[src/rtl/pv_current_from_voltage_unit_defines.svh]
// Assertion macros shared by the photovoltaic current unit.
`ifndef PV_CURRENT_FROM_VOLTAGE_UNIT_DEFINES_SVH
`define PV_CURRENT_FROM_VOLTAGE_UNIT_DEFINES_SVH

// Property that must hold at every clock edge out of reset.
`define PVCUR_ASSERT(lbl, prop, msg) \
  lbl: assert property (@(posedge clk_i) disable iff (!rst_ni) (prop)) else $error(msg);

// Condition that must never be true out of reset.
`define PVCUR_NEVER(lbl, cond, msg) \
  lbl: assert property (@(posedge clk_i) disable iff (!rst_ni) !(cond)) else $error(msg);

`endif

[src/rtl/pvcur_pkg.sv]
// Package: constants, types and exponent table of the photovoltaic current unit.
package pvcur_pkg;

  localparam int unsigned ADC_BITS        = 10;
  localparam int unsigned DAC_BITS        = 12;
  localparam int unsigned EXP_TABLE_DEPTH = 64;

  localparam int unsigned CODE_W     = 12;
  localparam int unsigned SPI_W      = 16;
  localparam int unsigned IRR_W      = 16;
  localparam int unsigned TEMP_W     = 8;
  localparam int unsigned CFG_DATA_W = 16;
  localparam int unsigned CFG_IDX_W  = 2;

  typedef enum logic [CFG_IDX_W-1:0] {
    REG_IRRADIANCE  = 2'd0,
    REG_TEMPERATURE = 2'd1
  } cfg_reg_e;

  localparam logic [IRR_W-1:0]  IRR_RESET  = 16'd900;
  localparam logic [TEMP_W-1:0] TEMP_RESET = 8'd25;

  localparam logic [63:0]       ADC_MAX     = (64'd1 << ADC_BITS) - 64'd1;
  localparam logic [CODE_W-1:0] DAC_MAX     = CODE_W'((1 << DAC_BITS) - 1);
  localparam logic [CODE_W-1:0] VLIMIT_CODE = (4092 > ((1 << DAC_BITS) - 1)) ?
                                              DAC_MAX : CODE_W'(4092);
  localparam logic [SPI_W-1:0]  SPI_CMD     = 16'h1000;

  // Exponent in base 2, Q32 with bias
  localparam logic [63:0] LOG2E_Q32 = 64'd6196328019;
  localparam logic [63:0] LN2_Q30   = 64'd744261118;
  localparam logic [63:0] ONE_Q30   = 64'd1073741824;
  localparam int unsigned EXP_BIAS  = 32;
  localparam int unsigned HUGE_EXP  = 7;

  localparam int unsigned FRAC_W  = 32;
  localparam int unsigned XS_W    = 38;
  localparam int unsigned HI_W    = XS_W - FRAC_W;
  localparam int unsigned SLOPE_W = 32;
  localparam int unsigned SHIFT_W = 5;

  localparam logic [SLOPE_W-1:0] TEMP_SLOPE =
    SLOPE_W'((64'd38 * LOG2E_Q32 + 64'd500) / 64'd1000);
  localparam logic [SLOPE_W-1:0] ADC_SLOPE =
    SLOPE_W'((64'd1415 * LOG2E_Q32 + 64'd50 * ADC_MAX) / (64'd100 * ADC_MAX));
  localparam logic [XS_W-1:0] XS_BASE =
    XS_W'((64'(EXP_BIAS) << FRAC_W) - 64'd10 * LOG2E_Q32 - 64'd25 * 64'(TEMP_SLOPE));
  localparam logic [HI_W-1:0] HUGE_HI = HI_W'(EXP_BIAS + HUGE_EXP);
  localparam logic [HI_W-1:0] S_BASE  = HI_W'(EXP_BIAS + 14);

  // Positive term (84*irr + 5600) * 2^16 / 30, split as A*2184 + (8A+7)/15
  localparam int unsigned A_W       = 23;
  localparam int unsigned POS_W     = 35;
  localparam int unsigned POS_FRAC  = 16;
  localparam int unsigned RAW_W     = POS_W - POS_FRAC;
  localparam int unsigned DIV15_W   = 27;
  localparam int unsigned DIV15_SH  = 30;
  localparam int unsigned PY_W      = A_W + 3 + DIV15_W;
  localparam logic [A_W-1:0]     POS_A_MUL  = 23'd84;
  localparam logic [A_W-1:0]     POS_A_ADD  = 23'd5600;
  localparam logic [POS_W-1:0]   POS_HI_MUL = 35'd2184;
  localparam logic [DIV15_W-1:0] DIV15_M    =
    DIV15_W'(((64'd1 << DIV15_SH) + 64'd14) / 64'd15);

  // Exponential term 5600/3 * m, split as 1866*m + (2m)/3
  localparam int unsigned ROM_W     = 32;
  localparam int unsigned IDX_W     = $clog2(EXP_TABLE_DEPTH);
  localparam int unsigned REM_W     = FRAC_W - IDX_W;
  localparam int unsigned PROD_W    = ROM_W + REM_W;
  localparam int unsigned NEG_SUM_W = 46;
  localparam int unsigned DIV3_W    = ROM_W + 1;
  localparam int unsigned DIV3_SH   = 34;
  localparam int unsigned MLO_W     = 2 * DIV3_W;
  localparam logic [NEG_SUM_W-1:0] EXP_MUL_HI = NEG_SUM_W'(5600 / 3);
  localparam logic [DIV3_W-1:0]    DIV3_M     =
    DIV3_W'(((64'd1 << DIV3_SH) + 64'd2) / 64'd3);

  localparam int unsigned QUEUE_DEPTH = 4;
  localparam int unsigned QPTR_W      = $clog2(QUEUE_DEPTH);
  localparam int unsigned QCNT_W      = QPTR_W + 1;

  typedef struct packed {
    logic [SHIFT_W-1:0] shamt;
    logic               huge;
    logic [POS_W-1:0]   pos;
  } pvcur_ctl_t;

  typedef struct packed {
    logic [FRAC_W-1:0] frac;
    pvcur_ctl_t        ctl;
  } pvcur_entry_t;

  typedef logic [ROM_W-1:0] exp_rom_t [EXP_TABLE_DEPTH+1];

  // 2^(k/DEPTH) in Q30 from a truncated series
  function automatic exp_rom_t build_exp_rom();
    exp_rom_t    rom;
    logic [63:0] y;
    logic [63:0] term;
    logic [63:0] sum;
    for (int k = 0; k <= EXP_TABLE_DEPTH; k++) begin
      y    = (64'(k) * LN2_Q30 + 64'(EXP_TABLE_DEPTH / 2)) / 64'(EXP_TABLE_DEPTH);
      term = ONE_Q30;
      sum  = ONE_Q30;
      for (int j = 1; j < 24; j++) begin
        if (term != 64'd0) begin
          term = ((term * y) >> 30) / 64'(j);
          sum  = sum + term;
        end
      end
      rom[k] = ROM_W'(sum);
    end
    return rom;
  endfunction

  localparam exp_rom_t EXP_ROM = build_exp_rom();

endpackage

[src/rtl/pvcur_queue.sv]
// Short queue between the front end and the back end.
`include "pv_current_from_voltage_unit_defines.svh"
module pvcur_queue import pvcur_pkg::*; (
  input  logic         clk_i,
  input  logic         rst_ni,
  input  logic         push_i,
  input  pvcur_entry_t entry_i,
  output logic         full_o,
  input  logic         pop_i,
  output logic         empty_o,
  output pvcur_entry_t entry_o
);

  pvcur_entry_t      mem_q [QUEUE_DEPTH];
  logic [QPTR_W-1:0] wr_ptr_q;
  logic [QPTR_W-1:0] rd_ptr_q;
  logic [QCNT_W-1:0] count_q;

  assign full_o  = (count_q == QCNT_W'(QUEUE_DEPTH));
  assign empty_o = (count_q == '0);
  assign entry_o = mem_q[rd_ptr_q];

  always_ff @(posedge clk_i or negedge rst_ni) begin
    if (!rst_ni) begin
      wr_ptr_q <= '0;
      rd_ptr_q <= '0;
      count_q  <= '0;
    end else begin
      if (push_i) begin
        wr_ptr_q <= wr_ptr_q + QPTR_W'(1);
      end
      if (pop_i) begin
        rd_ptr_q <= rd_ptr_q + QPTR_W'(1);
      end
      if (push_i && !pop_i) begin
        count_q <= count_q + QCNT_W'(1);
      end else if (pop_i && !push_i) begin
        count_q <= count_q - QCNT_W'(1);
      end
    end
  end

  always_ff @(posedge clk_i) begin
    if (push_i) begin
      mem_q[wr_ptr_q] <= entry_i;
    end
  end

  `PVCUR_NEVER(a_queue_overflow, push_i && full_o, "push into a full queue")
  `PVCUR_NEVER(a_queue_underflow, pop_i && empty_o, "pop from an empty queue")
  `PVCUR_ASSERT(a_queue_count, push_i && !pop_i |=> count_q == $past(count_q) + QCNT_W'(1), "queue count lost a push")

endmodule

[config.mk]
export PLATFORM = sky130hd
export DESIGN_NAME = pvcur_queue
export DESIGN_NICKNAME = d
export VERILOG_FILES = /design/src/rtl/pvcur_pkg.sv /design/src/rtl/pvcur_queue.sv
export VERILOG_INCLUDE_DIRS = /design/src /design/src/rtl
export SDC_FILE = /design/constraint.sdc
export NUM_CORES = 1
export LEC_CHECK = 0
export BUFFER_PORTS_ARGS = -buffer_cell sky130_fd_sc_hd__buf_2
export CAP_MARGIN = 10
export CORE_UTILIZATION = 39
export CTS_CLUSTER_SIZE = 28
export DETAILED_ROUTE_END_ITERATION = 8
export GPL_TIMING_DRIVEN = 0
export PLACE_DENSITY_LB_ADDON = 0.2
export SYNTH_ARGS = -nofsm -noshare
export SYNTH_HDL_FRONTEND = slang
export SYNTH_SLANG_ARGS = --single-unit
[constraint.sdc]
create_clock -name clk_i -period 2.9 [get_ports clk_i]
set_input_delay 0.435 -clock clk_i [delete_from_list [all_inputs] [get_ports clk_i]]
set_output_delay 0.435 -clock clk_i [all_outputs]
set_load 0.01 [all_outputs]
; ---- Word-level counts from Yosys, hierarchy flattened
; Memories as Yosys holds them, arrays and structs flattened.
; Cells that the tools add are included.
[totals]
output_inout_bits = 75
n_memories = 1
inputBits = 77
word_cells = 19
ramBits = 292
ff_bits = 7
[op_classes]
addsub = 4
eq_ne = 1
n_reduce_logical = 6
n_mux = 4
[mem_list]
columns = name, depth, word_bits, read_ports, rd_ports_with_merged_regs, wr, line
row1 = mem_q, 4, 73, 1, 0, 1, pvcur_queue.sv:14  ; pvcur_entry_t mem_q [QUEUE_DEPTH];
[op_table]
columns = op, n
row1 = 2-to-1 mux 3 bit, 2
row2 = "adder 2 x 1 -> 2 bit, second input constant", 2
row3 = "adder 3 x 1 -> 3 bit, second input constant", 1
row4 = "equality test 3 bit, second input constant", 1
row5 = zero test 3 bit, 1
row6 = "subtractor 3 x 1 -> 3 bit, second input constant", 1
row7 = logical AND 1 bit, 2
row8 = zero test 1 bit, 2
row9 = 2-to-1 mux 1 bit, 2
row10 = nonzero test 2 bit, 1

; ---- Depth between registers and ports, before layout
[logic_depth]
ltp_word = 4
mapped_depth = 7
ltp_nobuf = 7

; ---- Worst setup path before layout
; No wires, ideal clock.
[synth_path]
path_type = register to register
start = register wr_ptr_q[0]
end = memory mem_q[2][0] (netlist name), enable pin
synth_period_minus_slack_ns = 2.761
path_stages_with_launch = 4
arrival_time_ns = 2.322
setup_time_ns = 0.439
required_time_ns = 2.461
setup_slack_ns = 0.139
cell_sequence = dfrtp_1 inv_1 ha_1 and2_1
[synth_lines]
columns = item, line
row1 = "start, declared", pvcur_queue.sv:15  ; logic [QPTR_W-1:0] wr_ptr_q;
row2 = "start signal, assigned", pvcur_queue.sv:30  ; wr_ptr_q <= wr_ptr_q + QPTR_W'(1);
row3 = "end, declared", pvcur_queue.sv:14
; No word-level cell before the write port.

==> flow_summary.ini <==
[sta]
hold_viol_final = 0
rsz0062_at_grt = no
holdWs_ns = 0.106
finalSetupViolCount = 0
maxSlewHeadroom_pct = 57.6
worst_slew_pin_slew_ns = 0.635
timing.final.ws_setup_ns = 0.425
post-route-period-util_pct = 85.4
slew_viol_final = 0
fin_skew_ns = 0.00523
timing.fmax_ghz = 0.404
finalCriticalPeriod_ns = 2.48

[die]
num_rows = 60
die_y_um = 169
start_util_pct = 40.1
dieArea_um2 = 28700
die_w_um = 169
core_area_um2 = 27300
pin_count = 152

[global_route]
busiest_layer = met2
antenna_found_initial = 1
gr-usage-met1_pct = 17.8
met3_usage_pct = 3.31
grt-ovfl-total = 0
grtUsageMet2_pct = 23.9
grt_max_degree = 42
grt_pass1_wl_mm = 30.2
grtUsageTotal_pct = 13.9
grt_pass1_vias = 5413

[drt]
ant_nets = 0
drt_first_pass_iters = 4
vias_per_cell = 4.85
wl_mm = 19.6
routedWlPerCell_um = 19.6
vias = 4838
dr.first_iter.drc_count = 226
drc = 0

[critical_path]
critPathMaxFanout = 10
required_ns = 2.47
crit_arrival_ns = 2.04
path_class = register to output pin
worstRegToRegCells = 4
rrSetupSlack_ns = 1.02
cp-end-kind = output pin
setup.worst_path.start_class = register

[power]
internal_power_mw = 9.80
powerDensity_nw_per_um2 = 1020
peakVddDrop_v = 0.000560
comb_power_share_pct = 28.6
p_sw_mw = 3.75
leakage_nw = 4.55
power_frac_clock_pct = 28.3
pwr-share-seq_pct = 43.0
swShare_pct = 27.7

[clocking]
cts_hold_buf = 1
cts_setup_buffers = 0
clock_tree.root_cell = clkbuf_16
clock-sinks = 299
clkSlewWorstSetupHoldPaths_ns = 0.06
cts_tree = built
clock_latency_ns = 0.54
htree_levels = 1
numCtsBuffers = 30
cts-resized-gates = 0
cts_buffer_depth = 3

[yosys]
avgSynthCellArea_um2 = 26.3
synth_seq_area_share_pct = 81.9
synthesis.nets = 498
synth-simple-area-share_pct = 0.447
ys_ff_latch = 299
synth-xor-area-share_pct = 0.481
synth_area_um2 = 10900
ys_warn_count = 0
synth-adder-area-share_pct = 0.756
synth_cell_types = 19
synthCells = 415
synth-compound-area-share_pct = 0.0458
synthMuxAreaShare_pct = 15.2
synth_top_family_by_area = multiplexers

[finish]
fillCellCount = 2219
areaGrowthSynthToFinish_pct = 21.5
antenna_cells = 0
drive_gt1_share_pct = 46.3
layout.nets = 686

[hold_path]
hold_depth = 1
hp-class = input pin to register

[placement]
dpl.hpwl_mm = 11.8
io_buffer_count = 151
globalplace.congestion = 0.697
pre_cts_ws_ns = 0.938

[flow_run]
drv_cap = 0

[run_status]
status = complete, no violations
==> cell usage after synthesis <==
cell      number  share of area (%)
edfxtp_1     292                 80
mux4_2        73                 15
buf_2          7               0.32
dfrtp_1        7                1.6
buf_6          6               0.62
ha_1           5               0.57
and2_1         4               0.23
inv_1          4               0.14
xor2_1         4               0.32
buf_4          2               0.14
nand2_1        2              0.069
xnor2_1        2               0.16
clkbuf_1       1              0.034
fa_1           1               0.18
mux2_2         1               0.10
nor2_1         1              0.034
nor3_1         1              0.046
nor3b_1        1              0.069
o21ai_0        1              0.046
==> state kept, by name, indices dropped and copies added, names as in the netlist <==
signal    cells
count_q       3
mem_q       292
rd_ptr_q      2
wr_ptr_q      2
==> path summary, 6_finish.rpt <==
path                        startpoint            to
setup / recovery           rd_ptr_q[1]   entry_o[40]
hold / removal             entry_i[18]  mem_q[2][18]
setup reg to reg           wr_ptr_q[0]  mem_q[0][27]
hold reg to reg             count_q[2]    count_q[2]
max in group asynchronous       rst_ni   rd_ptr_q[1]
min in group asynchronous       rst_ni    count_q[1]
==> layout make-up <==
class | count | area, µm² | area share (%)
Buffer | 16 | 121 | 0.915
Clock buffer | 42 | 827 | 6.23
Clock inverter | 13 | 166 | 1.25
Inverter | 4 | 15.0 | 0.113
Multi-Input combinational cell | 96 | 1850 | 14.0
Sequential cell | 299 | 8940 | 67.4
Tap cell | 372 | 465 | 3.51
Timing Repair Buffer | 156 | 876 | 6.60
==> kinds of logic after synthesis <==
kind of cell    count (synthesis)
flops                         299
xor+xnor                        6
fa+ha+maj                       6
buf+inv                        20
mux                            74
simple gates                    9
compound gates                  1
==> power groups by stage <==
stage / Sequential (mW) / Clock, mW / Combinational, mW
4_1_cts: 5.85 / 3.95 / 4.02
3_5_place_dp: 5.93 / 0 / 4.00
6_report: 5.83 / 3.84 / 3.88
5_1_grt: 5.90 / 4.09 / 4.22
2_1_floorplan: 5.92 / 0 / 2.51
3_3_place_gp: 6.00 / 0 / 3.85
==> through the flow <==
| stage | TNS (ns) | util [%] | instances | power [mW] | cell area (µm²) |
|---|---|---|---|---|---|
| 5_1_grt | 0 | 48.7 | 998 | 14.2 | 13300 |
| 3_3_place_gp | -378.08 | 44.6 | 938 | 9.85 | 12100 |
| 3_5_place_dp | 0 | 45.0 | 942 | 9.94 | 12300 |
| 6_report | 0 | 48.7 | 998 | 13.6 | 13300 |
| 2_1_floorplan | 0 | - | 415 | 8.43 | 10900 |
| 4_1_cts | 0 | 48.7 | 998 | 13.8 | 13300 |
==> layer usage <==
layer,part of all wire (%),vias to the layer above
li1,-,2158
met1,43,2515
met2,50,130
met3,5.5,33
met4,2.0,2
met5,0.066,-
==> cell usage in the layout (no fill, tap or decap) <==
cell / Yosys / layout
clkbuf_1: 1 / 11
nor2_1: 1 / 1
inv_1: 4 / 4
ha_1: 5 / 5
nor3_1: 1 / 1
xnor2_1: 2 / 2
clkinv_1: 0 / 3
bufinv_16: 0 / 4
nand2_1: 2 / 2
clkinv_2: 0 / 4
fa_1: 1 / 1
edfxtp_1: 292 / 292
and2_4: 0 / 4
buf_2: 7 / 158
buf_16: 0 / 4
dfrtp_1: 7 / 7
buf_4: 2 / 2
clkinvlp_4: 0 / 2
dlygate4sd3_1: 0 / 1
mux4_2: 73 / 73
clkbuf_16: 0 / 31
buf_6: 6 / 6
clkbuf_8: 0 / 1
nor3b_1: 1 / 1
mux2_2: 1 / 1
o21ai_0: 1 / 1
xor2_1: 4 / 4
==> worst max-delay path, cell delays in order (launching register included) <==
cell	delay [ns]
dfrtp_1	0.33
buf_2	0.29
buf_2	0.36
mux4_2	0.36
buf_2	0.16
Note: power is estimated with default switching activity, not from simulation.
