**src/rtl/pv_current_from_voltage_unit_defines.svh**
```systemverilog
// Assertion macros shared by the photovoltaic current unit.
`ifndef PV_CURRENT_FROM_VOLTAGE_UNIT_DEFINES_SVH
`define PV_CURRENT_FROM_VOLTAGE_UNIT_DEFINES_SVH

// Property that must hold at every clock edge out of reset.
`define PVCUR_ASSERT(lbl, prop, msg) \
  lbl: assert property (@(posedge clk_i) disable iff (!rst_ni) (prop)) else $error(msg);

// Condition that must never be true out of reset.
`define PVCUR_NEVER(lbl, cond, msg) \
  lbl: assert property (@(posedge clk_i) disable iff (!rst_ni) !(cond)) else $error(msg);

`endif

```
**src/rtl/pvcur_pkg.sv**
```systemverilog
// Package: constants, types and exponent table of the photovoltaic current unit.
package pvcur_pkg;

  localparam int unsigned ADC_BITS        = 10;
  localparam int unsigned DAC_BITS        = 12;
  localparam int unsigned EXP_TABLE_DEPTH = 64;

  localparam int unsigned CODE_W     = 12;
  localparam int unsigned SPI_W      = 16;
  localparam int unsigned IRR_W      = 16;
  localparam int unsigned TEMP_W     = 8;
  localparam int unsigned CFG_DATA_W = 16;
  localparam int unsigned CFG_IDX_W  = 2;

  typedef enum logic [CFG_IDX_W-1:0] {
    REG_IRRADIANCE  = 2'd0,
    REG_TEMPERATURE = 2'd1
  } cfg_reg_e;

  localparam logic [IRR_W-1:0]  IRR_RESET  = 16'd900;
  localparam logic [TEMP_W-1:0] TEMP_RESET = 8'd25;

  localparam logic [63:0]       ADC_MAX     = (64'd1 << ADC_BITS) - 64'd1;
  localparam logic [CODE_W-1:0] DAC_MAX     = CODE_W'((1 << DAC_BITS) - 1);
  localparam logic [CODE_W-1:0] VLIMIT_CODE = (4092 > ((1 << DAC_BITS) - 1)) ?
                                              DAC_MAX : CODE_W'(4092);
  localparam logic [SPI_W-1:0]  SPI_CMD     = 16'h1000;

  // Exponent in base 2, Q32 with bias
  localparam logic [63:0] LOG2E_Q32 = 64'd6196328019;
  localparam logic [63:0] LN2_Q30   = 64'd744261118;
  localparam logic [63:0] ONE_Q30   = 64'd1073741824;
  localparam int unsigned EXP_BIAS  = 32;
  localparam int unsigned HUGE_EXP  = 7;

  localparam int unsigned FRAC_W  = 32;
  localparam int unsigned XS_W    = 38;
  localparam int unsigned HI_W    = XS_W - FRAC_W;
  localparam int unsigned SLOPE_W = 32;
  localparam int unsigned SHIFT_W = 5;

  localparam logic [SLOPE_W-1:0] TEMP_SLOPE =
    SLOPE_W'((64'd38 * LOG2E_Q32 + 64'd500) / 64'd1000);
  localparam logic [SLOPE_W-1:0] ADC_SLOPE =
    SLOPE_W'((64'd1415 * LOG2E_Q32 + 64'd50 * ADC_MAX) / (64'd100 * ADC_MAX));
  localparam logic [XS_W-1:0] XS_BASE =
    XS_W'((64'(EXP_BIAS) << FRAC_W) - 64'd10 * LOG2E_Q32 - 64'd25 * 64'(TEMP_SLOPE));
  localparam logic [HI_W-1:0] HUGE_HI = HI_W'(EXP_BIAS + HUGE_EXP);
  localparam logic [HI_W-1:0] S_BASE  = HI_W'(EXP_BIAS + 14);

  // Positive term (84*irr + 5600) * 2^16 / 30, split as A*2184 + (8A+7)/15
  localparam int unsigned A_W       = 23;
  localparam int unsigned POS_W     = 35;
  localparam int unsigned POS_FRAC  = 16;
  localparam int unsigned RAW_W     = POS_W - POS_FRAC;
  localparam int unsigned DIV15_W   = 27;
  localparam int unsigned DIV15_SH  = 30;
  localparam int unsigned PY_W      = A_W + 3 + DIV15_W;
  localparam logic [A_W-1:0]     POS_A_MUL  = 23'd84;
  localparam logic [A_W-1:0]     POS_A_ADD  = 23'd5600;
  localparam logic [POS_W-1:0]   POS_HI_MUL = 35'd2184;
  localparam logic [DIV15_W-1:0] DIV15_M    =
    DIV15_W'(((64'd1 << DIV15_SH) + 64'd14) / 64'd15);

  // Exponential term 5600/3 * m, split as 1866*m + (2m)/3
  localparam int unsigned ROM_W     = 32;
  localparam int unsigned IDX_W     = $clog2(EXP_TABLE_DEPTH);
  localparam int unsigned REM_W     = FRAC_W - IDX_W;
  localparam int unsigned PROD_W    = ROM_W + REM_W;
  localparam int unsigned NEG_SUM_W = 46;
  localparam int unsigned DIV3_W    = ROM_W + 1;
  localparam int unsigned DIV3_SH   = 34;
  localparam int unsigned MLO_W     = 2 * DIV3_W;
  localparam logic [NEG_SUM_W-1:0] EXP_MUL_HI = NEG_SUM_W'(5600 / 3);
  localparam logic [DIV3_W-1:0]    DIV3_M     =
    DIV3_W'(((64'd1 << DIV3_SH) + 64'd2) / 64'd3);

  localparam int unsigned QUEUE_DEPTH = 4;
  localparam int unsigned QPTR_W      = $clog2(QUEUE_DEPTH);
  localparam int unsigned QCNT_W      = QPTR_W + 1;

  typedef struct packed {
    logic [SHIFT_W-1:0] shamt;
    logic               huge;
    logic [POS_W-1:0]   pos;
  } pvcur_ctl_t;

  typedef struct packed {
    logic [FRAC_W-1:0] frac;
    pvcur_ctl_t        ctl;
  } pvcur_entry_t;

  typedef logic [ROM_W-1:0] exp_rom_t [EXP_TABLE_DEPTH+1];

  // 2^(k/DEPTH) in Q30 from a truncated series
  function automatic exp_rom_t build_exp_rom();
    exp_rom_t    rom;
    logic [63:0] y;
    logic [63:0] term;
    logic [63:0] sum;
    for (int k = 0; k <= EXP_TABLE_DEPTH; k++) begin
      y    = (64'(k) * LN2_Q30 + 64'(EXP_TABLE_DEPTH / 2)) / 64'(EXP_TABLE_DEPTH);
      term = ONE_Q30;
      sum  = ONE_Q30;
      for (int j = 1; j < 24; j++) begin
        if (term != 64'd0) begin
          term = ((term * y) >> 30) / 64'(j);
          sum  = sum + term;
        end
      end
      rom[k] = ROM_W'(sum);
    end
    return rom;
  endfunction

  localparam exp_rom_t EXP_ROM = build_exp_rom();

endpackage

```
**src/rtl/pvcur_front.sv**
```systemverilog
// Front end: accepts samples, forms the exponent and the positive current term.
module pvcur_front import pvcur_pkg::*; (
  input  logic                clk_i,
  input  logic                rst_ni,
  input  logic                in_valid_i,
  output logic                in_ready_o,
  input  logic [ADC_BITS-1:0] adc_sample_i,
  input  logic [IRR_W-1:0]    irradiance_i,
  input  logic [TEMP_W-1:0]   temperature_i,
  input  logic                full_i,
  output logic                push_o,
  output pvcur_entry_t        entry_o
);

  logic adv;

  logic             f1_valid_q;
  logic [XS_W-1:0]  pt_q;
  logic [XS_W-1:0]  pa_q;
  logic [A_W-1:0]   a_q;

  logic             f2_valid_q;
  logic [XS_W-1:0]  xs_q;
  logic [POS_W-1:0] apos_q;
  logic [PY_W-1:0]  py_q;

  logic [HI_W-1:0]  hi;

  assign adv        = !(f2_valid_q && full_i);
  assign in_ready_o = adv;
  assign push_o     = f2_valid_q && !full_i;

  always_ff @(posedge clk_i or negedge rst_ni) begin
    if (!rst_ni) begin
      f1_valid_q <= 1'b0;
      f2_valid_q <= 1'b0;
    end else if (adv) begin
      f1_valid_q <= in_valid_i;
      f2_valid_q <= f1_valid_q;
    end
  end

  always_ff @(posedge clk_i) begin
    if (adv && in_valid_i) begin
      pt_q <= XS_W'(TEMP_SLOPE) * XS_W'(temperature_i);
      pa_q <= XS_W'(ADC_SLOPE) * XS_W'(adc_sample_i);
      a_q  <= A_W'(irradiance_i) * POS_A_MUL + POS_A_ADD;
    end
    if (adv && f1_valid_q) begin
      xs_q   <= XS_BASE + pt_q + pa_q;
      apos_q <= POS_W'(a_q) * POS_HI_MUL;
      py_q   <= PY_W'({a_q, 3'b111}) * PY_W'(DIV15_M);
    end
  end

  always_comb begin
    hi                  = xs_q[XS_W-1:FRAC_W];
    entry_o.frac        = xs_q[FRAC_W-1:0];
    entry_o.ctl.huge    = (hi >= HUGE_HI);
    entry_o.ctl.shamt   = SHIFT_W'(S_BASE - hi);
    entry_o.ctl.pos     = apos_q + POS_W'(py_q >> DIV15_SH);
  end

endmodule

```
**config.mk**
```make
export PLATFORM = sky130hd
export DESIGN_NAME = pvcur_front
export DESIGN_NICKNAME = d
export VERILOG_FILES = /design/src/rtl/pv_current_from_voltage_unit_defines.svh /design/src/rtl/pvcur_pkg.sv /design/src/rtl/pvcur_front.sv
export SDC_FILE = /design/constraint.sdc
export NUM_CORES = 1
export LEC_CHECK = 0
export BUFFER_PORTS_ARGS = -buffer_cell sky130_fd_sc_hd__clkbuf_2
export CAP_MARGIN = 20
export CORE_ASPECT_RATIO = 0.8
export CORE_MARGIN = 1.5
export CORE_UTILIZATION = 45
export DETAILED_ROUTE_END_ITERATION = 12
export GPL_TIMING_DRIVEN = 1
export SYNTH_ARGS = -nofsm -noshare
export SYNTH_HDL_FRONTEND = slang
export SYNTH_SLANG_ARGS = --single-unit
```
**constraint.sdc**
```tcl
create_clock -name clk_i -period 8 [get_ports clk_i]
set_input_delay 0.8 -clock clk_i [delete_from_list [all_inputs] [get_ports clk_i]]
set_output_delay 0.8 -clock clk_i [all_outputs]
set_load 0.05 [all_outputs]
```
---- Yosys cells after proc, flatten, opt, wreduce, memory -nomap -nowiden ----
Index checks and enable logic that the tools add are counted.
Widths: inputs -> output; s select.
word-level totals
  bits of input ports ..................... 38
  latch bits .............................. 0
  bits in read-only memories .............. 0
  output and inout port bits .............. 75
  logic and storage cells ................. 25
  memories kept ........................... 0
  flip-flop bits (word level) ............. 221
  memory bits (writable) .................. 0
cells by class
  add/subtract/negate cells ............... 5
  eq/ne operators ......................... 0
  $mul .................................... 5
  magnitude comparators ................... 1
  divide/modulo/power cells ............... 0
  bitwise logic cells ..................... 0
  reduce and logical (&&, ||, !) cells .... 6
  multiplexer cells ....................... 0
  shifts and indexed selects .............. 0
operator list
  cell                    number
  $mul 26x27->53 const B  1
  $add 37x36->38 const A  1
  $add 38x37->38          1
  $mul 27x10->37 const A  1
  $mul 28x8->36 const A   1
  $add 35x23->35          1
  $mul 23x9->32 const B   1
  $add 23x13->23 const B  1
  $mul 16x5->21 const B   1
  $ge 6x6->1 const B      1
  $sub 4x5->5 const A     1
  $logic_and 1x1->1       4
  $logic_not 1->1         2

---- Logic depth before layout (Yosys ltp) ----
  word-level depth ........................ 3
  gate-level depth with buffers ........... 21
  mapped depth without buffers ............ 21

---- Least setup slack after synthesis ----
No wires, ideal clock.
  path type ............................... register to register
  from .................................... reg a_q[21]
  to ...................................... reg py_q[39], data pin
  arrival time ............................ 5.200 ns
  path buffers ............................ 0
  setup time .............................. 0.263 ns
  cell stages (with the launch flop) ...... 19
  slack ................................... 2.537 ns
  period minus slack after synthesis ...... 5.463 ns
  data required time ...................... 7.737 ns
  cell sequence ........................... edfxtp_1 > ha_1 > inv_1 > fa_1 > fa_1 > fa_1 > inv_1 > fa_1 > fa_1 > ha_1 > a211o_1 > o211ai_1 > a21oi_1 > o311ai_1 > nand3_1 > a311oi_2 > o21bai_1 > a21oi_1 > xnor2_1
between the ends
  cells in the longest elaborated chain, start to end .. 1
ends and longest elaborated chain
  what                      RTL line           text
  start: declaration        pvcur_front.sv:20  logic [A_W-1:0] a_q;
  start signal: assignment  pvcur_front.sv:47  a_q <= A_W'(irradiance_i) * POS_A_MUL + POS_A_ADD;
  $mul 26x27->53            pvcur_front.sv:52  py_q <= PY_W'({a_q, 3'b111}) * PY_W'(DIV15_M);
  end signal: assignment    pvcur_front.sv:52
  end: declaration          pvcur_front.sv:25  logic [PY_W-1:0] py_q;
No other way between the ends.
A chain may end at the register's enable or synchronous reset.

---- Worst setup path after layout ----
  from .................................... reg a_q[3]
  to ...................................... reg py_q[51], data pin
The elaborated chain is that of the path after synthesis.

==> results.toml <==
[outcome]
status = "complete, no violations"

[cts]
clock-sinks = 187
post_cts_buffers = 0
cts_buffers = 17
cts-root-buf = "clkbuf_16"
hold_buffers = 0
path_clk_slew_ns = 0.08
clk_latency_ns = 0.50
clk_path_buf_depth = 2
htreeDepth = 4
tritoncts = "built"
cts-resized-gates = 0

[global_routing]
grt_use_total_pct = 21.34
grt_util_met3_pct = 5.562
grt_pass1_vias = 17780
met1_usage_pct = 34.18
grt_overflow_total = 0
grt.busiest_layer = "met1"
use_met2_pct = 28.18
antenna_found_initial = 4
grt_max_degree = 70
grt_pass1_wl_mm = 97.22

[synth]
async_flop_share_pct = 1.070
syn_inst = 2577
synth.net_count = 3363
synth_edf_count = 185
synth_commonest_cells = "ha_1 (559), inv_1 (523), fa_1 (189)"
synth_seq_area_share_pct = 21.87
yosysTopAreaCell = "ha_1"
ys_ff_latch = 187
synth_top_area_share_pct = 27.29
synthFlopType = "edfxtp_1"
yosys_warnings = 0
synthesis.area_mm2 = 0.02563
yosysUniqueCellTypes = 85
synth_area_per_cell_um2 = 9.946
synth_area_leaders = "ha_1 (27%), edfxtp_1 (22%), fa_1 (15%), inv_1 (7.7%), xnor2_1 (4.2%)"
yosysMostFrequentCell = "ha_1"

[timing]
holdWs_ns = 0.08175
fin_worst_skew_ns = 0.02268
rsz0062_at_grt = "false"
min_period_ns = 6.092
max_slew_margin_pct = 21.36
slew_viol_final = 0
hold_violations = 0
setup_tns_ns = 0
setup_viol = 0
fmax_mhz = 164.2
period_share_pct = 76.14
worstMarginPinSlew_ns = 1.165

[routing]
via_count = 18140
wire_per_inst_um = 17.96
drt_wl_total_mm = 61.64
viasPerCell = 5.285
drtIter0Drc = 1180
dr.pass1.iters = 5
drc_errors = 0
antenna_left = 0

[worst_setup_path]
critPathArrivalTime_ns = 6.33
crit_end = "py_q[51]$_DFFE_PP_"
cp.required_ns = 8.23
reg2reg_to = "py_q[51]$_DFFE_PP_"
crit_fanout = 9
r2r_slack_ns = 1.91
critPathCaptureType = "flip-flop"
critPathKind = "flip-flop to flip-flop"
reg2reg_depth = 18
critPathLaunchType = "flip-flop"
reg2reg_from = "a_q[3]$_DFFE_PP_"
cp-startpoint = "a_q[3]$_DFFE_PP_"

[placement]
hpwl_mm = 53.20
routabilityCongestion = 0.9188
portBuffers = 112

[final_layout]
multi_input_area_mm2 = 0.01774
syn2layout_area_growth_pct = 7.166
diodes = 0
final_layout_size_suffix_gt1_share_pct = 7.033
seq_area_mm2 = 0.005605
nets = 3446
fillers = 5264

[floorplan]
initial_utilization_pct = 45.36
num_io_pins = 113
die-height_um = 216.5
die_area_mm2 = 0.05841
fp.coreArea_mm2 = 0.05651
die_w_um = 269.8
rows = 78

[min_path]
hold_path_class = "primary input to asynchronous set/reset pin"

[flow_run]
maxCapViolCount = 0
-- cell usage in the layout (no fill, tap or decap), types with 8 or more instances in the layout --
cell type  instances
a21o_1            98
clkbuf_16         17
xor2_1            58
o211ai_1           9
nor2_1            83
nor2b_1           21
nand4_1           15
nand3_1           37
o21bai_1          24
clkbuf_2         112
nor3_1            27
a211oi_1          20
a31oi_1           15
o21ai_0           72
inv_1            523
a211o_1           10
o21a_1            26
ha_1             559
a21oi_1          149
edfxtp_1         185
nand2_1           92
and3_1            22
nand2b_1          25
xnor2_1          122
fa_1             189
o31ai_1            8
-- how the worst min path moves through the flow --
stage,slack (ns),to,start,depth (start not counted)
after floorplan,0.45,f2_valid_q$_DFFE_PN0N_,f1_valid_q$_DFFE_PN0N_,1
after global placement,0.47,f2_valid_q$_DFFE_PN0N_,f1_valid_q$_DFFE_PN0N_,1
after detailed placement,0.50,f2_valid_q$_DFFE_PN0N_,f1_valid_q$_DFFE_PN0N_,1
after CTS,0.04,f1_valid_q$_DFFE_PN0N_,rst_ni,1
after global routing,0.05,f2_valid_q$_DFFE_PN0N_,rst_ni,1
final,0.08,f1_valid_q$_DFFE_PN0N_,rst_ni,1
-- area by class of cell --
cell class	count	area share, %
clock buffer	17	1.549
inverter	523	7.147
multi-input combinational	1817	64.57
tap	760	3.462
sequential	187	20.41
timing repair buffer	114	2.095
clock inverter	15	0.7653
-- worst max-delay path, cell delays in order, from the launching register on --
cell	delay, ns
edfxtp_1	0.55
inv_1	0.22
ha_1	0.45
inv_1	0.15
fa_1	0.59
fa_1	0.57
inv_1	0.05
fa_1	0.48
fa_1	0.49
ha_1	0.35
a211o_1	0.27
o211ai_1	0.10
a21oi_1	0.09
o311ai_1	0.26
nand3_1	0.29
a31oi_1	0.44
o31a_1	0.22
a31oi_1	0.10
xor2_1	0.16
-- metrics by stage --
stage	std cells	instance area (µm²)	util [%]	worst slack (ns)
final	3433	27470	48.61	1.908
after floorplan	2577	25630	-	2.537
after detailed placement	3401	26830	47.48	1.921
after global routing	3433	27470	48.61	1.513
after global placement	3401	26830	47.48	2.025
after CTS	3433	27470	48.61	1.900
-- sequential cells by signal, indices dropped and copies added (netlist names) --
register and count:
pa_q 37, f1_valid_q 1, apos_q 30, pt_q 36, xs_q 38, f2_valid_q 1
py_q 23, a_q 21
-- kinds of logic (layout without fill, tap and decap cells) --
group	after synthesis	count (layout)	share of synthesized area (%)
AO/OA/AOI/OAI	516	516	13.59
multiplexers	2	2	0.08299
AND/OR/NAND/NOR	370	370	7.244
buffers and inverters	573	669	8.948
XOR/XNOR	181	181	6.214
adder cells (fa/ha/maj)	748	748	42.05
flip-flops	187	187	21.87
-- routing by layer --
| metal | vias to the layer above | wire [µm] |
|---|---|---|
| li1 | 8993 | - |
| met1 | 8664 | 33070 |
| met2 | 447 | 23530 |
| met3 | 38 | 4495 |
| met4 | 0 | 546 |
| met5 | - | 0 |
Power is not shown: default switching activity piles up to over one toggle a cycle in this logic, so the estimate is an artifact.
