`src/rtl/pv_current_from_voltage_unit_defines.svh`:
```
// Assertion macros shared by the photovoltaic current unit.
`ifndef PV_CURRENT_FROM_VOLTAGE_UNIT_DEFINES_SVH
`define PV_CURRENT_FROM_VOLTAGE_UNIT_DEFINES_SVH

// Property that must hold at every clock edge out of reset.
`define PVCUR_ASSERT(lbl, prop, msg) \
  lbl: assert property (@(posedge clk_i) disable iff (!rst_ni) (prop)) else $error(msg);

// Condition that must never be true out of reset.
`define PVCUR_NEVER(lbl, cond, msg) \
  lbl: assert property (@(posedge clk_i) disable iff (!rst_ni) !(cond)) else $error(msg);

`endif

```
`src/rtl/pvcur_pkg.sv`:
```
// Package: constants, types and exponent table of the photovoltaic current unit.
package pvcur_pkg;

  localparam int unsigned ADC_BITS        = 10;
  localparam int unsigned DAC_BITS        = 12;
  localparam int unsigned EXP_TABLE_DEPTH = 64;

  localparam int unsigned CODE_W     = 12;
  localparam int unsigned SPI_W      = 16;
  localparam int unsigned IRR_W      = 16;
  localparam int unsigned TEMP_W     = 8;
  localparam int unsigned CFG_DATA_W = 16;
  localparam int unsigned CFG_IDX_W  = 2;

  typedef enum logic [CFG_IDX_W-1:0] {
    REG_IRRADIANCE  = 2'd0,
    REG_TEMPERATURE = 2'd1
  } cfg_reg_e;

  localparam logic [IRR_W-1:0]  IRR_RESET  = 16'd900;
  localparam logic [TEMP_W-1:0] TEMP_RESET = 8'd25;

  localparam logic [63:0]       ADC_MAX     = (64'd1 << ADC_BITS) - 64'd1;
  localparam logic [CODE_W-1:0] DAC_MAX     = CODE_W'((1 << DAC_BITS) - 1);
  localparam logic [CODE_W-1:0] VLIMIT_CODE = (4092 > ((1 << DAC_BITS) - 1)) ?
                                              DAC_MAX : CODE_W'(4092);
  localparam logic [SPI_W-1:0]  SPI_CMD     = 16'h1000;

  // Exponent in base 2, Q32 with bias
  localparam logic [63:0] LOG2E_Q32 = 64'd6196328019;
  localparam logic [63:0] LN2_Q30   = 64'd744261118;
  localparam logic [63:0] ONE_Q30   = 64'd1073741824;
  localparam int unsigned EXP_BIAS  = 32;
  localparam int unsigned HUGE_EXP  = 7;

  localparam int unsigned FRAC_W  = 32;
  localparam int unsigned XS_W    = 38;
  localparam int unsigned HI_W    = XS_W - FRAC_W;
  localparam int unsigned SLOPE_W = 32;
  localparam int unsigned SHIFT_W = 5;

  localparam logic [SLOPE_W-1:0] TEMP_SLOPE =
    SLOPE_W'((64'd38 * LOG2E_Q32 + 64'd500) / 64'd1000);
  localparam logic [SLOPE_W-1:0] ADC_SLOPE =
    SLOPE_W'((64'd1415 * LOG2E_Q32 + 64'd50 * ADC_MAX) / (64'd100 * ADC_MAX));
  localparam logic [XS_W-1:0] XS_BASE =
    XS_W'((64'(EXP_BIAS) << FRAC_W) - 64'd10 * LOG2E_Q32 - 64'd25 * 64'(TEMP_SLOPE));
  localparam logic [HI_W-1:0] HUGE_HI = HI_W'(EXP_BIAS + HUGE_EXP);
  localparam logic [HI_W-1:0] S_BASE  = HI_W'(EXP_BIAS + 14);

  // Positive term (84*irr + 5600) * 2^16 / 30, split as A*2184 + (8A+7)/15
  localparam int unsigned A_W       = 23;
  localparam int unsigned POS_W     = 35;
  localparam int unsigned POS_FRAC  = 16;
  localparam int unsigned RAW_W     = POS_W - POS_FRAC;
  localparam int unsigned DIV15_W   = 27;
  localparam int unsigned DIV15_SH  = 30;
  localparam int unsigned PY_W      = A_W + 3 + DIV15_W;
  localparam logic [A_W-1:0]     POS_A_MUL  = 23'd84;
  localparam logic [A_W-1:0]     POS_A_ADD  = 23'd5600;
  localparam logic [POS_W-1:0]   POS_HI_MUL = 35'd2184;
  localparam logic [DIV15_W-1:0] DIV15_M    =
    DIV15_W'(((64'd1 << DIV15_SH) + 64'd14) / 64'd15);

  // Exponential term 5600/3 * m, split as 1866*m + (2m)/3
  localparam int unsigned ROM_W     = 32;
  localparam int unsigned IDX_W     = $clog2(EXP_TABLE_DEPTH);
  localparam int unsigned REM_W     = FRAC_W - IDX_W;
  localparam int unsigned PROD_W    = ROM_W + REM_W;
  localparam int unsigned NEG_SUM_W = 46;
  localparam int unsigned DIV3_W    = ROM_W + 1;
  localparam int unsigned DIV3_SH   = 34;
  localparam int unsigned MLO_W     = 2 * DIV3_W;
  localparam logic [NEG_SUM_W-1:0] EXP_MUL_HI = NEG_SUM_W'(5600 / 3);
  localparam logic [DIV3_W-1:0]    DIV3_M     =
    DIV3_W'(((64'd1 << DIV3_SH) + 64'd2) / 64'd3);

  localparam int unsigned QUEUE_DEPTH = 4;
  localparam int unsigned QPTR_W      = $clog2(QUEUE_DEPTH);
  localparam int unsigned QCNT_W      = QPTR_W + 1;

  typedef struct packed {
    logic [SHIFT_W-1:0] shamt;
    logic               huge;
    logic [POS_W-1:0]   pos;
  } pvcur_ctl_t;

  typedef struct packed {
    logic [FRAC_W-1:0] frac;
    pvcur_ctl_t        ctl;
  } pvcur_entry_t;

  typedef logic [ROM_W-1:0] exp_rom_t [EXP_TABLE_DEPTH+1];

  // 2^(k/DEPTH) in Q30 from a truncated series
  function automatic exp_rom_t build_exp_rom();
    exp_rom_t    rom;
    logic [63:0] y;
    logic [63:0] term;
    logic [63:0] sum;
    for (int k = 0; k <= EXP_TABLE_DEPTH; k++) begin
      y    = (64'(k) * LN2_Q30 + 64'(EXP_TABLE_DEPTH / 2)) / 64'(EXP_TABLE_DEPTH);
      term = ONE_Q30;
      sum  = ONE_Q30;
      for (int j = 1; j < 24; j++) begin
        if (term != 64'd0) begin
          term = ((term * y) >> 30) / 64'(j);
          sum  = sum + term;
        end
      end
      rom[k] = ROM_W'(sum);
    end
    return rom;
  endfunction

  localparam exp_rom_t EXP_ROM = build_exp_rom();

endpackage

```
`src/rtl/pvcur_back.sv`:
```
// Back end: exponential, current code and the two DAC words.
`include "pv_current_from_voltage_unit_defines.svh"
module pvcur_back import pvcur_pkg::*; (
  input  logic              clk_i,
  input  logic              rst_ni,
  input  logic              empty_i,
  input  pvcur_entry_t      entry_i,
  output logic              pop_o,
  output logic              out_valid_o,
  input  logic              out_ready_i,
  output logic              dac_channel_o,
  output logic [CODE_W-1:0] dac_code_o,
  output logic [SPI_W-1:0]  spi_word_o,
  output logic              last_o
);

  logic adv;

  logic [IDX_W:0]  ka;
  logic [IDX_W:0]  kb;
  logic [ROM_W-1:0] t0;
  logic [ROM_W-1:0] t1;

  logic             s1_valid_q;
  logic [ROM_W-1:0] s1_t0_q;
  logic [ROM_W-1:0] s1_d_q;
  logic [REM_W-1:0] s1_rem_q;
  pvcur_ctl_t       s1_ctl_q;

  logic              s2_valid_q;
  logic [ROM_W-1:0]  s2_t0_q;
  logic [PROD_W-1:0] s2_prod_q;
  pvcur_ctl_t        s2_ctl_q;

  logic             s3_valid_q;
  logic [ROM_W-1:0] s3_m_q;
  pvcur_ctl_t       s3_ctl_q;

  logic                 s4_valid_q;
  logic [NEG_SUM_W-1:0] s4_mhi_q;
  logic [MLO_W-1:0]     s4_mlo_q;
  pvcur_ctl_t           s4_ctl_q;

  logic                 s5_valid_q;
  logic [NEG_SUM_W-1:0] s5_sum_q;
  pvcur_ctl_t           s5_ctl_q;

  logic [NEG_SUM_W-1:0] neg;
  logic [POS_W-1:0]     diff;
  logic [RAW_W-1:0]     raw;
  logic [CODE_W-1:0]    code_d;

  logic              out_valid_q;
  logic              last_q;
  logic [CODE_W-1:0] code_q;

  assign adv   = !out_valid_q || (out_ready_i && last_q);
  assign pop_o = adv && !empty_i;

  assign ka = {1'b0, entry_i.frac[FRAC_W-1 -: IDX_W]};
  assign kb = ka + (IDX_W+1)'(1);
  assign t0 = EXP_ROM[ka];
  assign t1 = EXP_ROM[kb];

  always_comb begin
    neg  = s5_sum_q >> s5_ctl_q.shamt;
    diff = s5_ctl_q.pos - POS_W'(neg);
    raw  = diff[POS_W-1:POS_FRAC];
    if (s5_ctl_q.huge || (neg >= NEG_SUM_W'(s5_ctl_q.pos))) begin
      code_d = '0;
    end else if (raw > RAW_W'(DAC_MAX)) begin
      code_d = DAC_MAX;
    end else begin
      code_d = CODE_W'(raw);
    end
  end

  always_ff @(posedge clk_i or negedge rst_ni) begin
    if (!rst_ni) begin
      s1_valid_q  <= 1'b0;
      s2_valid_q  <= 1'b0;
      s3_valid_q  <= 1'b0;
      s4_valid_q  <= 1'b0;
      s5_valid_q  <= 1'b0;
      out_valid_q <= 1'b0;
      last_q      <= 1'b0;
    end else if (adv) begin
      s1_valid_q  <= pop_o;
      s2_valid_q  <= s1_valid_q;
      s3_valid_q  <= s2_valid_q;
      s4_valid_q  <= s3_valid_q;
      s5_valid_q  <= s4_valid_q;
      out_valid_q <= s5_valid_q;
      last_q      <= 1'b0;
    end else if (out_ready_i && !last_q) begin
      last_q <= 1'b1;
    end
  end

  always_ff @(posedge clk_i) begin
    if (adv) begin
      s1_t0_q   <= t0;
      s1_d_q    <= (t1 > t0) ? (t1 - t0) : '0;
      s1_rem_q  <= entry_i.frac[REM_W-1:0];
      s1_ctl_q  <= entry_i.ctl;

      s2_t0_q   <= s1_t0_q;
      s2_prod_q <= PROD_W'(s1_d_q) * PROD_W'(s1_rem_q);
      s2_ctl_q  <= s1_ctl_q;

      s3_m_q    <= s2_t0_q + ROM_W'(s2_prod_q >> REM_W);
      s3_ctl_q  <= s2_ctl_q;

      s4_mhi_q  <= NEG_SUM_W'(s3_m_q) * EXP_MUL_HI;
      s4_mlo_q  <= MLO_W'({s3_m_q, 1'b0}) * MLO_W'(DIV3_M);
      s4_ctl_q  <= s3_ctl_q;

      s5_sum_q  <= s4_mhi_q + NEG_SUM_W'(s4_mlo_q >> DIV3_SH)
                 + (NEG_SUM_W'(1) << (s4_ctl_q.shamt - SHIFT_W'(1)));
      s5_ctl_q  <= s4_ctl_q;

      code_q    <= code_d;
    end
  end

  assign out_valid_o   = out_valid_q;
  assign last_o        = last_q;
  assign dac_channel_o = !last_q;
  assign dac_code_o    = last_q ? VLIMIT_CODE : code_q;
  assign spi_word_o    = {dac_channel_o, {(SPI_W-1){1'b0}}} | SPI_CMD | SPI_W'(dac_code_o);

  `PVCUR_ASSERT(a_pair_order, out_valid_o && out_ready_i && !last_o |=> out_valid_o && last_o, "second word of the pair missing")
  `PVCUR_ASSERT(a_stage_hold, s5_valid_q && !adv |=> s5_valid_q, "finished code dropped during a stall")

endmodule

```
`config.mk`:
```
export PLATFORM = sky130hd
export DESIGN_NAME = pvcur_back
export DESIGN_NICKNAME = d
export VERILOG_FILES = /design/src/rtl/pvcur_pkg.sv /design/src/rtl/pvcur_back.sv
export VERILOG_INCLUDE_DIRS = /design/src /design/src/rtl
export SDC_FILE = /design/constraint.sdc
export NUM_CORES = 2
export LEC_CHECK = 0
export ABC_CLOCK_PERIOD_IN_PS = 13600
export BUFFER_PORTS_ARGS = -buffer_cell sky130_fd_sc_hd__buf_2
export CAP_MARGIN = 20
export CORE_MARGIN = 1
export CORE_UTILIZATION = 60
export CTS_CLUSTER_SIZE = 12
export DETAILED_ROUTE_END_ITERATION = 12
export PLACE_DENSITY_LB_ADDON = 0.05
export SLEW_MARGIN = 25
export SYNTH_ARGS = -nofsm -noshare
export SYNTH_HDL_FRONTEND = slang
export SYNTH_SLANG_ARGS = --single-unit
```
`constraint.sdc`:
```
create_clock -name clk_i -period 13.6 [get_ports clk_i]
set_clock_uncertainty 0.15 [all_clocks]
set_input_delay 0.68 -clock clk_i [delete_from_list [all_inputs] [get_ports clk_i]]
set_output_delay 0.68 -clock clk_i [all_outputs]
set_load 0.01 [all_outputs]
```
Word-level counts from Yosys, hierarchy flattened --
Memory sizes are Yosys's and may differ from the RTL's. Cells that the tools add are included.
Cells by class: add/sub/neg operators 7, $mul 3, magnitude comparators 5, shift-type cells 2, muxes and demuxes 8, bitwise operators 3, reductions and logical operators 9
Operator list (number):
- 32-bit 2-to-1 mux | 4
- 32-bit by 32-bit multiplier with 64-bit output, second input constant | 1
- 32-bit by 26-bit multiplier with 58-bit output | 1
- 44-bit by 46-bit adder with 46-bit output | 1
- 46-bit by 35-bit >= comparator with 1-bit output | 1
- 1-bit by 5-bit left shift with 46-bit output, first input constant | 1
- 46-bit by 5-bit >> shifter with 46-bit output | 1
- 43-bit by 32-bit adder with 44-bit output | 1
- 32-bit by 10-bit multiplier with 42-bit output, second input constant | 1
- 35-bit subtractor | 1
- 32-bit adder | 1
- 32-bit greater-than comparator | 1
- 32-bit subtractor | 1
- 12-bit 2-to-1 mux | 2
- 19-bit by 12-bit greater-than comparator with 1-bit output, second input constant | 1
- 8-bit >= comparator, second input constant | 2
- 16-bit by 12-bit OR with 16-bit output | 1
- 6-bit NOT with 8-bit output | 1
- 7-bit NOT with 8-bit output | 1
- 6-bit by 1-bit adder with 7-bit output, second input constant | 1
- 5-bit by 1-bit subtractor with 5-bit output, second input constant | 1
- 1-bit logical AND | 3
- 1-bit logical NOT | 3
- 1-bit logical OR | 2
- 2 further kinds | 3
Word-level totals: register bits after elaboration 588, bits in read-only memories 8192, input port bits 77, output and inout port bits 32, logic and storage cells 71, memories kept 2
Memories:
- (name not given) | depth 128, width 32, rd ports 1, clocked after Yosys merged registers in 0, wr ports 0, line pvcur_back.sv:63 | assign t1 = EXP_ROM[kb];
- (name not given) | depth 128, width 32, rd ports 1, clocked after Yosys merged registers in 0, wr ports 0, line pvcur_back.sv:62 | assign t0 = EXP_ROM[ka];

Depth between registers and ports, before layout --
depth after elaboration 6, mapped depth 28, mapped depth without buffers 28

Least setup slack after synthesis --
OpenSTA, ideal clock, no wires.
path type input to register, from input out_ready_i, to register code_q[0] (enable), setup time 862 ps, arrival 10789 ps, setup slack 1799 ps, cell stages on the path 2, path buffers 0, cells stage by stage a21boi_1 > inv_1
Between the ends: longest elaborated chain between the ends 2
Ends and longest elaborated chain:
- from (decl) | line pvcur_back.sv:10 | input logic out_ready_i,
- 1-bit logical AND | line pvcur_back.sv:57 | assign adv = !out_valid_q || (out_ready_i && last_q);
- 1-bit logical OR | line pvcur_back.sv:57
- to (signal assigned) | line pvcur_back.sv:122 | code_q <= code_d;
- to (decl) | line pvcur_back.sv:55 | logic [CODE_W-1:0] code_q;
No other way between the ends. A chain may end at the register's enable or synchronous reset.

Worst setup path in the final report --
from register s3_m_q[15], to register s4_mlo_q[65] (data pin)
Between the ends: longest elaborated chain between the ends 1
Ends and longest elaborated chain:
- from (decl) | line pvcur_back.sv:36 | logic [ROM_W-1:0] s3_m_q;
- from (signal assigned) | line pvcur_back.sv:111 | s3_m_q <= s2_t0_q + ROM_W'(s2_prod_q >> REM_W);
- 32-bit by 32-bit multiplier with 64-bit output | line pvcur_back.sv:115 | s4_mlo_q <= MLO_W'({s3_m_q, 1'b0}) * MLO_W'(DIV3_M);
- to (signal assigned) | line pvcur_back.sv:115
- to (decl) | line pvcur_back.sv:41 | logic [MLO_W-1:0] s4_mlo_q;
No other way between the ends.

==> results by group <==
Routing
  – DRT antenna net count: 0
  – DR iter-0 viols: 4779
  – Residual DRC: 0
  – Vias/cell: 5.90
  – Total iterations of the first detailed-routing run: 6
  – Routed length per instance: 23.7 µm
  – Via count: 57470
  – Post-Route WL: 231000 µm

Final layout
  – Nets: 10116
  – Register area: 15700 µm²
  – Synth-to-Final Area Change: 6.21%
  – Area of the multi-input gates: 55700 µm²
  – Final instance area: 83600 µm²
  – Non-Filler Instances: 9742
  – Fillers: 10656
  – Share of cells above drive strength 1: 5.34%

Place
  – Port Buf Inserts: 105
  – Post-detail-place hpwl: 179000 µm
  – GPL Wtd Cong: 1.06
  – Placed cell area: 81000 µm²
  – Post-Place Cells: 9570

Clock tree
  – CTS resizes: 0
  – CTS tree: built
  – Clk Latency, worst-skew pair: 0.70 ns
  – Worst-path clk slew: 0.07 ns
  – Clock buffer count from CTS: 60
  – Root Buffer: clkbuf_16
  – Max H-tree Level: 2
  – CTS Buffer Depth: 3
  – Clock Sinks: 524

STA
  – Max Transition Viols Final: 0
  – Normalized max-slew margin: 30.1%
  – Final Setup Violations: 0
  – Minimum clock period: 8.85 ns
  – Hold slack: 0.0491 ns
  – RSZ-0062 raised after global routing: no
  – Tightest Pin Transition: 1.05 ns
  – Fin crit share: 65.1%
  – Hold Fails Final Rpt: 0
  – Setup_tns: 0 ns
  – Fmax: 0.113 GHz

Floorplanning
  – Chip width: 364 µm
  – Die area: 133000 µm²
  – Die height: 364 µm
  – Core footprint: 130000 µm²
  – Initial core utilization: 60.6%
  – # IOs: 109
  – FP Rows: 132

Synth
  – EDFF count, synth: 517
  – Mapped Area: 78700 µm²
  – Register area share after synthesis: 19.9%
  – Most numerous cell in the Yosys netlist: inv_1
  – Share of the synthesized area in the top cell type: 31.9%
  – Synth cell types: 86
  – Synth Warn #: 0
  – Most used flip-flop cell after synthesis: edfxtp_1
  – Commonest cells in the netlist: inv_1 (1601), fa_1 (1253), ha_1 (836)
  – Avg Cell Area, Syn: 9.89 µm²
  – Asr flop ratio synth: 1.34%
  – Ranking of synthesized cells by area: fa_1 (32%), edfxtp_1 (20%), ha_1 (13%)
  – Cell count after synthesis: 7955
  – Seq cells post-synth: 524
  – Dominant cell type by area after synthesis: fa_1

Run
  – Max cap viols: 0

Global routing
  – Global-route usage over all layers: 35.8%
  – Vias in the first global route: 60237
  – Largest net degree at the start of global routing: 165
  – Gr ovfl total: 0
  – First-pass GRT wire length: 357000 µm
  – Initial antenna violation count: 6

Setup path
  – CP startpoint kind: flip-flop
  – Critical path's largest stage delay: 0.87 ns
  – Max FO, Critical Path: 12
  – Crit path top cell by count: fa_1
  – CP Class: flip-flop to flip-flop
  – Nature of the critical path endpoint: flip-flop
  – CP Data Arrival Time: 9.23 ns
  – R2R depth: 26
  – Crit path required time: 13.97 ns
  – Slowest-stage cell, CP: edfxtp_1

Outcome
  – Status: finished clean

Worst hold path
  – Hold path depth: 1
  – HP Class: input pin to flip-flop
[worst max-delay path, delay by kind of cell, from the launching register on]
| kind | cells | cell delay [ns] |
|---|---|---|
| buffers and inverters | 6 | 0.31 |
| AOI/OAI and AO/OA | 11 | 3.24 |
| DFF | 1 | 0.87 |
| adders and majority gates | 9 | 4.15 |
[cell usage in the layout, fill, tap and decap left out, types with 130 or more instances in the layout]
cell type and count:
nand2_1 711, a21oi_1 349, fa_1 1253, a21o_1 139, nor2_1 331, inv_1 1600, o21ai_0 256, and2_1 459
xnor2_1 130, ha_1 835, edfxtp_1 517
[per-layer routing]
layer	routed length [µm]	global-route usage, %	vias up
li1	-	-	25607
met5	141	0.617	-
met3	19300	7.14	566
met2	106000	57.0	2513
met1	92700	47.3	28776
met4	12300	16.2	8
[cells by family after synthesis]
family,synth area share [%]
AOI/OAI and AO/OA,9.82
xor gates and xnor gates,2.30
adders and majority gates,45.2
buffers and inverters,9.39
DFF,19.9
muxes,2.04
other,0.00954
and+or+nand+nor,11.3
[repair_timing]
item | 4_1_cts | 5_1_grt
hold endpoints to repair | 66 | 0
hold buffers | 60 | 0
setup buffers | 0 | 0
[worst paths after layout]
| kind | startpoint | end | slack, ns |
|---|---|---|---|
| max in group asynchronous | rst_ni | s3_valid_q | 12.94 |
| worst max register to register | s3_m_q[15] | s4_mlo_q[65] | 4.75 |
| worst min-delay path | entry_i[2] | s1_ctl_q[2] | 0.05 |
| min in group asynchronous | rst_ni | last_o | 0.21 |
| worst max-delay path | s3_m_q[15] | s4_mlo_q[65] | 4.75 |
| worst min register to register | s1_t0_q[29] | s2_t0_q[29] | 0.22 |
[stage by stage]
step | util [%] | worst slack (ns)
finish | 64.4 | 4.75
global route | 64.4 | 4.29
CTS | 64.4 | 4.68
detailed placement | 62.4 | 4.66
global placement | 62.3 | 4.80
floorplan | - | 1.80
[layout make-up]
| cell class | instances | area share [%] |
|---|---|---|
| clock inverters | 29 | 0.478 |
| repair buffers | 273 | 2.38 |
| clock buffers | 82 | 1.92 |
| well taps | 1742 | 2.61 |
| inverters | 1606 | 7.22 |
| flip-flops and latches | 524 | 18.8 |
| multi-input cells | 5485 | 66.6 |
| diodes | 1 | 0.00299 |
[sequential cells by signal, indices dropped and copies added (netlist names), 12 cells and up]
| name | flops |
|---|---|
| s3_ctl_q | 41 |
| s1_ctl_q | 41 |
| s5_sum_q | 44 |
| s2_prod_q | 32 |
| s4_mlo_q | 33 |
| s2_t0_q | 30 |
| code_q | 12 |
| s4_ctl_q | 41 |
| s1_t0_q | 30 |
| s4_mhi_q | 41 |
| s3_m_q | 32 |
| s1_d_q | 32 |
| s2_ctl_q | 41 |
| s5_ctl_q | 41 |
| s1_rem_q | 26 |
Power is left out: the tool's default activity adds up to more than one toggle a clock period on the data nets, which glitch-free logic cannot reach.
